===== config.mk =====
export PLATFORM = sky130hd
export DESIGN_NAME = pild_ctrl
export DESIGN_NICKNAME = d
export VERILOG_FILES = /design/src/sv/pild_pkg.sv /design/src/sv/pild_ctrl.sv
export SDC_FILE = /design/constraint.sdc
export NUM_CORES = 1
export LEC_CHECK = 0
export CAP_MARGIN = 5
export CELL_PAD_IN_SITES_DETAIL_PLACEMENT = 0
export CELL_PAD_IN_SITES_GLOBAL_PLACEMENT = 1
export CORE_AREA = 3 3 40 42
export CTS_CLUSTER_DIAMETER = 50
export DETAILED_ROUTE_END_ITERATION = 10
export DIE_AREA = 0 0 43 45
export DONT_BUFFER_PORTS = 1
export PLACE_DENSITY = 0.6
export SYNTH_ARGS = -nofsm -noshare
export SYNTH_HDL_FRONTEND = slang
export SYNTH_SLANG_ARGS = --single-unit

===== constraint.sdc =====
create_clock -name clk -period 2.68 [get_ports clk]
set_input_delay 0.134 -clock clk [delete_from_list [all_inputs] [get_ports clk]]
set_output_delay 0.134 -clock clk [all_outputs]
set_load 0.01 [all_outputs]

===== src/sv/pild_pkg.sv =====
// ---------------------------------------------------------------------------
// pild_pkg: shared types and constants for the packed index LUT decoder
// Payload structs, controller/datapath command and status, register indexes.
// ---------------------------------------------------------------------------
package pild_pkg;

  localparam int PILD_TABLE_DEPTH    = 1024;
  localparam int PILD_MAX_INDEX_BITS = 8;
  localparam int STREAM_WORD_BITS    = 16;

  localparam int CFG_INDEX_W = 3;
  localparam int CFG_DATA_W  = 16;

  // configuration register indexes
  localparam logic [CFG_INDEX_W-1:0] REG_INDEX_BITS     = 3'd0;
  localparam logic [CFG_INDEX_W-1:0] REG_VALUE_SIZE     = 3'd1;
  localparam logic [CFG_INDEX_W-1:0] REG_CHANNEL_COUNT  = 3'd2;
  localparam logic [CFG_INDEX_W-1:0] REG_ELEMENTS       = 3'd3;
  localparam logic [CFG_INDEX_W-1:0] REG_ALTERNATE_AXIS = 3'd4;
  localparam logic [CFG_INDEX_W-1:0] REG_TABLE_STRIDE   = 3'd5;

  // input transaction kinds
  localparam logic ACTION_TABLE_WRITE = 1'b0;
  localparam logic ACTION_STREAM_WORD = 1'b1;

  // value_size codes
  localparam logic [1:0] VSIZE_8  = 2'd0;
  localparam logic [1:0] VSIZE_16 = 2'd1;
  localparam logic [1:0] VSIZE_32 = 2'd2;
  localparam logic [1:0] VSIZE_64 = 2'd3;

  typedef struct packed {
    logic                        action;
    logic [9:0]                  table_address;
    logic [63:0]                 table_value;
    logic [STREAM_WORD_BITS-1:0] packed_word;
  } pild_in_t;

  typedef struct packed {
    logic [63:0] decoded_value;
    logic [7:0]  channel;
    logic        last_of_tensor;
  } pild_out_t;

  typedef struct packed {
    logic table_write;
    logic load_word;
    logic extract;
  } pild_cmd_t;

  typedef struct packed {
    logic can_extract;
    logic last;
  } pild_status_t;

endpackage


===== src/sv/pild_ctrl.sv =====
// ---------------------------------------------------------------------------
// pild_ctrl: sequencer of the packed index LUT decoder
// Accepts transactions, steps index extraction and hands results out.
// ---------------------------------------------------------------------------
module pild_ctrl import pild_pkg::*; (
  input  logic         clk,
  input  logic         rst,
  input  logic         in_valid,
  output logic         in_ready,
  input  logic         action,
  output logic         out_valid,
  input  logic         out_ready,
  input  pild_status_t status,
  output pild_cmd_t    cmd
);

  localparam int N_W = $clog2(STREAM_WORD_BITS + 1);

  localparam logic [1:0] S_IDLE = 2'd0;
  localparam logic [1:0] S_SCAN = 2'd1;
  localparam logic [1:0] S_EMIT = 2'd2;

  logic [1:0]     state, state_next;
  logic [N_W-1:0] n_done, n_done_next;
  logic           under_cap;

  assign under_cap = n_done < N_W'(STREAM_WORD_BITS);
  assign in_ready  = (state == S_IDLE);
  assign out_valid = (state == S_EMIT);

  always_comb begin
    state_next  = state;
    n_done_next = n_done;
    cmd         = '0;
    case (state)
      S_IDLE: begin
        if (in_valid) begin
          if (action == ACTION_TABLE_WRITE) begin
            cmd.table_write = 1'b1;
          end else begin
            cmd.load_word = 1'b1;
            n_done_next   = '0;
            state_next    = S_SCAN;
          end
        end
      end
      S_SCAN: begin
        if (status.can_extract && under_cap) begin
          cmd.extract = 1'b1;
          n_done_next = n_done + N_W'(1);
          state_next  = S_EMIT;
        end else begin
          state_next = S_IDLE;
        end
      end
      S_EMIT: begin
        if (out_ready) begin
          state_next = status.last ? S_IDLE : S_SCAN;
        end
      end
      default: begin
        state_next = S_IDLE;
      end
    endcase
  end

  always_ff @(posedge clk) begin
    if (rst) begin
      state  <= S_IDLE;
      n_done <= '0;
    end else begin
      state  <= state_next;
      n_done <= n_done_next;
    end
  end

  a_extract_emits: assert property (@(posedge clk) disable iff (rst)
    cmd.extract |=> out_valid)
    else $error("extraction not followed by a result");

  a_last_returns_idle: assert property (@(posedge clk) disable iff (rst)
    out_valid && out_ready && status.last |=> in_ready)
    else $error("tensor end did not return to idle");

  a_result_cap: assert property (@(posedge clk) disable iff (rst)
    n_done <= N_W'(STREAM_WORD_BITS))
    else $error("too many results for one word");

endmodule


; ---- Yosys cells after proc, flatten, opt, wreduce, memory -nomap -nowiden
; Index checks and enable logic that the tools add are counted.
[totals]
ff_bits = 7
latchBits = 0
ram_bits = 0
rom_bits = 0
inputBits = 7
out_inout_bits = 5
n_memories = 0
[classes]
addsub = 1
multipliers = 0
div_mod_pow = 0
magnitude_cmp = 1
eq_ne = 6
shifts = 0
mux = 16
bitwise_logic = 0
reduce_logical = 5
[ops]
columns = cell, count
row1 = two-way mux 5 bit, 3
row2 = two-way mux 2 bit, 6
row3 = case mux 5 bit (2 select lines), 1
row4 = case mux 2 bit (3 select lines), 1
row5 = adder 5 x 1 -> 5 bit (second input constant), 1
row6 = < comparator 5 bit (second input constant), 1
row7 = two-way mux 1 bit, 5
row8 = != test 2 x 1 -> 1 bit (second input constant), 2
row9 = != test 2 bit (second input constant), 2
row10 = AND reduction 4 bit, 1
row11 = AND reduction 3 bit, 1
row12 = == test 2 x 1 -> 1 bit (second input constant), 1
row13 = == test 2 bit (second input constant), 1
row14 = zero test 2 bit, 1
row15 = nonzero test 2 bit, 1
row16 = logical AND 1 bit, 1

; ---- Logic depth before layout (Yosys ltp)
[depth]
word_depth = 4
depth_mapped = 4
depth_no_buf = 4

; ---- Worst setup path before layout
; OpenSTA, ideal clock, no wires.
[synth_timing]
kind = flip-flop to flip-flop
from = reg n_done[0]
to = reg n_done[2]
setup_ns = 0.074
arrival_time_ns = 1.188
required_ns = 2.606
slack_ns = 1.418
path_stages_with_launch = 5
n_path_buf = 0
synth_period_minus_slack_ns = 1.262
cell_sequence = dfxtp_1 -> ha_1 -> nand3b_1 -> or4b_1 -> a31oi_1
[synth_via]
elab_chain_cells = 4
[synth_lines]
columns = item, line
row1 = "start, declared", pild_ctrl.sv:24  ; logic [N_W-1:0] n_done, n_done_next;
row2 = "start signal, assigned", pild_ctrl.sv:73  ; n_done <= n_done_next;
row3 = < comparator 5 bit, pild_ctrl.sv:27  ; assign under_cap = n_done < N_W'(STREAM_WORD_BITS);
row4 = logical AND 1 bit, pild_ctrl.sv:48  ; if (status.can_extract && under_cap) begin
row5 = != test 2 bit (no source line), n/a
row6 = AND reduction 4 bit (no source line), n/a
; Parallel ways exist; a longest one is shown, timed or not. The select of a mux whose other input is x is not followed.
; A chain may end at the register's enable or synchronous reset.

; ---- Worst setup path in the final report
[layout_timing]
from = reg state[0]
to = reg n_done[3]
[layout_via]
elab_chain_cells = 3
[layout_lines]
columns = item, line
row1 = "start, declared", pild_ctrl.sv:23  ; logic [1:0] state, state_next;
row2 = "start signal, assigned", pild_ctrl.sv:72  ; state <= state_next;
row3 = == test 2 x 1 -> 1 bit / zero test 2 bit (equally long branches), pild_ctrl.sv:35  ; case (state)
row4 = != test 2 bit (no source line) (tied with other cells), n/a
row5 = AND reduction 4 bit (no source line), n/a
; Parallel ways exist; a longest one is shown, timed or not.

==> impl_metrics.toml <==
[logic_synthesis]
synth_cells = 46
synth_area_um2 = 418
ys_warn_count = 0
ys_ff_latch = 7
synth.area.top_cells = "dfxtp_1, nand3b_1, a21oi_1"
synth_nets = 54
synth_area_per_cell_um2 = 9.08
synthDistinctLibCells = 29
seq_area_frac_synth_pct = 33.5
yosys.area.top_type_share_pct = 33.5
yosysTopAreaCell = "dfxtp_1"

[cts]
cts_tree = "done"
numCtsBuffers = 3
post-cts-setup-buffer-count = 0
insertion_delay_ns = 0.25
ctsHoldBuffers = 1
clockBufferDepth = 2
cts-resized-gates = 0
cts_root_buf = "clkbuf_4"
path_clk_slew_ns = 0.06
cts_sinks = 7
cts_max_level = 1

[die]
die_area_um2 = 1940
die_y_um = 45
design.core.area_um2 = 1280
io_pins = 12
initial_core_util_pct = 32.5
die_w_um = 43
core.rowCount = 13

[setup_path]
worst-path-max-fanout = 11
cp_slowest_cell = "dfxtp_1"
cp.arrival_ns = 1.57
path_cells = "nand4bb_2, inv_1, or3_1, mux2i_1"
critPathKind = "flip-flop to flip-flop"
rr_startpoint = "state[0]"
worstSetupStartpointType = "flip-flop"
cp_num_buf_inv = 1
slowest_delay_ns = 0.50
required_ns = 2.86
reg2reg_slack_ns = 1.29
end_kind = "flip-flop"
cpLargestDelayFamily = "simple AND/OR/NAND/NOR gates"
reg2reg_to = "n_done[3]"
r2r_cells = 4

[grt]
antenna_found_initial = 0
grt_max_degree = 12
grt.overflow.total = 0
grtUsageTotal_pct = 10.6
grt_pass1_wl_mm = 1.50
grt_pass1_vias = 364

[detailed_routing]
viasPerCell = 5.71
drc = 0
vias = 360
antenna_left = 0
wire_per_inst_um = 14.7
wl_um = 928
dr.first_iter.drc_count = 6
first_pass_iters = 4

[timing]
hold_viol_final = 0
setup_tns_ns = 0
setup_viol = 0
max_freq_ghz = 0.719
maxSlewHeadroom_pct = 61.0
skew_ns = 0.00331
period_minus_slack_ns = 1.39
maxSlewViolCount = 0
worstMarginPinSlew_ns = 0.577
min_period_over_period_pct = 51.9
rsz0062_at_grt = "false"
hold_ws_ns = 0.0684

[placed_design]
gp_congestion = 0.677
port_buffers = 0
hpwl_um = 690

[worst_hold_path]
hold_path_depth = 2
hold_class = "input pin to flip-flop"
hp-start = "status[0]"
hold_path_end = "state[0]"

[layout]
fill_cells = 138
multi_input_area_um2 = 243
fin_util_pct = 35.0
layout-drive-gt1-share_pct = 12.5
final-seq-area_um2 = 140
nets = 57
final_common_cell = "dfxtp_1"
most-common-layout-cells = "dfxtp_1, a21oi_1, inv_1, nand3b_1, clkbuf_4"
areaGrowthSynthToFinish_pct = 7.49
n_antenna_cell = 0

[power_and_ir_drop]
worst_ir_drop_vdd_mv = 0.180
finalPower_mw = 0.226
p_per_area_nw_per_um2 = 504
leakage_nw = 0.169

[flow_run]
maxCapViolCount = 0

[status]
status = "finished, final reports clean"
-- area by class of cell --
cell class                 instances  area share (%)
tap                               15            4.18
multi-input combinational         33            54.0
clock buffer                       4            5.85
sequential                         7            31.2
timing repair buffer               1            2.23
inverter                           3            2.51
-- cell usage after synthesis --
cell type / count
nand3_1: 2
and4bb_2: 1
a21oi_1: 4
a31oi_1: 1
o21a_1: 1
nor3_1: 1
inv_1: 3
mux2i_1: 1
nand2_1: 2
ha_1: 1
buf_4: 1
nand4bb_2: 1
dfxtp_1: 7
o22a_1: 1
o21ai_0: 1
xnor2_1: 1
o211a_1: 1
nor3_2: 1
buf_2: 1
nand4b_1: 2
buf_6: 1
nor3b_1: 1
nor4b_1: 1
nand3b_1: 3
or4b_1: 1
or3_1: 1
nor2_1: 2
nor2b_1: 1
and2_1: 1
-- how the worst max path moves through the flow --
stage	end	startpoint	depth (start not counted)
after global placement	n_done[3]	state[0]	4
final	n_done[3]	state[0]	4
after global routing	n_done[3]	state[0]	4
after floorplan	n_done[2]	n_done[0]	4
after detailed placement	n_done[2]	n_done[0]	4
after CTS	n_done[2]	n_done[0]	4
-- sequential cells by signal, indices dropped and copies added, names as in the netlist --
register  cells
n_done        5
state         2
-- worst reg2reg max path: stages (launching register included) --
cell and delay [ns]:
dfxtp_1 0.50, nand4bb_2 0.24, inv_1 0.12, or3_1 0.32, mux2i_1 0.13
-- layer usage --
layer / up-vias / GRT usage [%] / wire length (um) / part of all wire [%]
li1: 175 / - / - / -
met1: 167 / 11.3 / 396 / 43
met2: 16 / 17.4 / 443 / 48
met3: 2 / 3.98 / 81 / 8.7
met4: 0 / 7.23 / 6 / 0.65
met5: - / 0 / 0 / 0
-- metrics by stage --
| step | instances | instance area [um^2] | worst slack (ns) |
|---|---|---|---|
| after floorplan | 46 | 418 | 1.42 |
| after CTS | 63 | 449 | 1.29 |
| after detailed placement | 58 | 413 | 1.30 |
| final | 63 | 449 | 1.29 |
| after global routing | 63 | 449 | 1.16 |
| after global placement | 58 | 413 | 1.35 |
-- kinds of logic (layout without fill, tap and decap cells) --
kind of cell	count (synthesis)	count (layout)	share of synthesized area (%)
DFF	7	7	33.5
muxes	1	1	2.40
buffers and inverters	6	8	8.38
and+or+nand+nor	21	21	36.8
AOI/OAI and AO/OA	9	9	13.8
adders and majority gates	1	1	2.99
xor gates and xnor gates	1	1	2.10
-- where the power goes --
part | switching (mW) | internal [mW] | leakage [nW] | total (mW)
Sequential | 0.00303 | 0.106 | 0.0566 | 0.109
Clock | 0.0427 | 0.0571 | 0.0150 | 0.0998
Combinational | 0.0100 | 0.00799 | 0.0976 | 0.0180
Power figures use the tool's default switching activity.
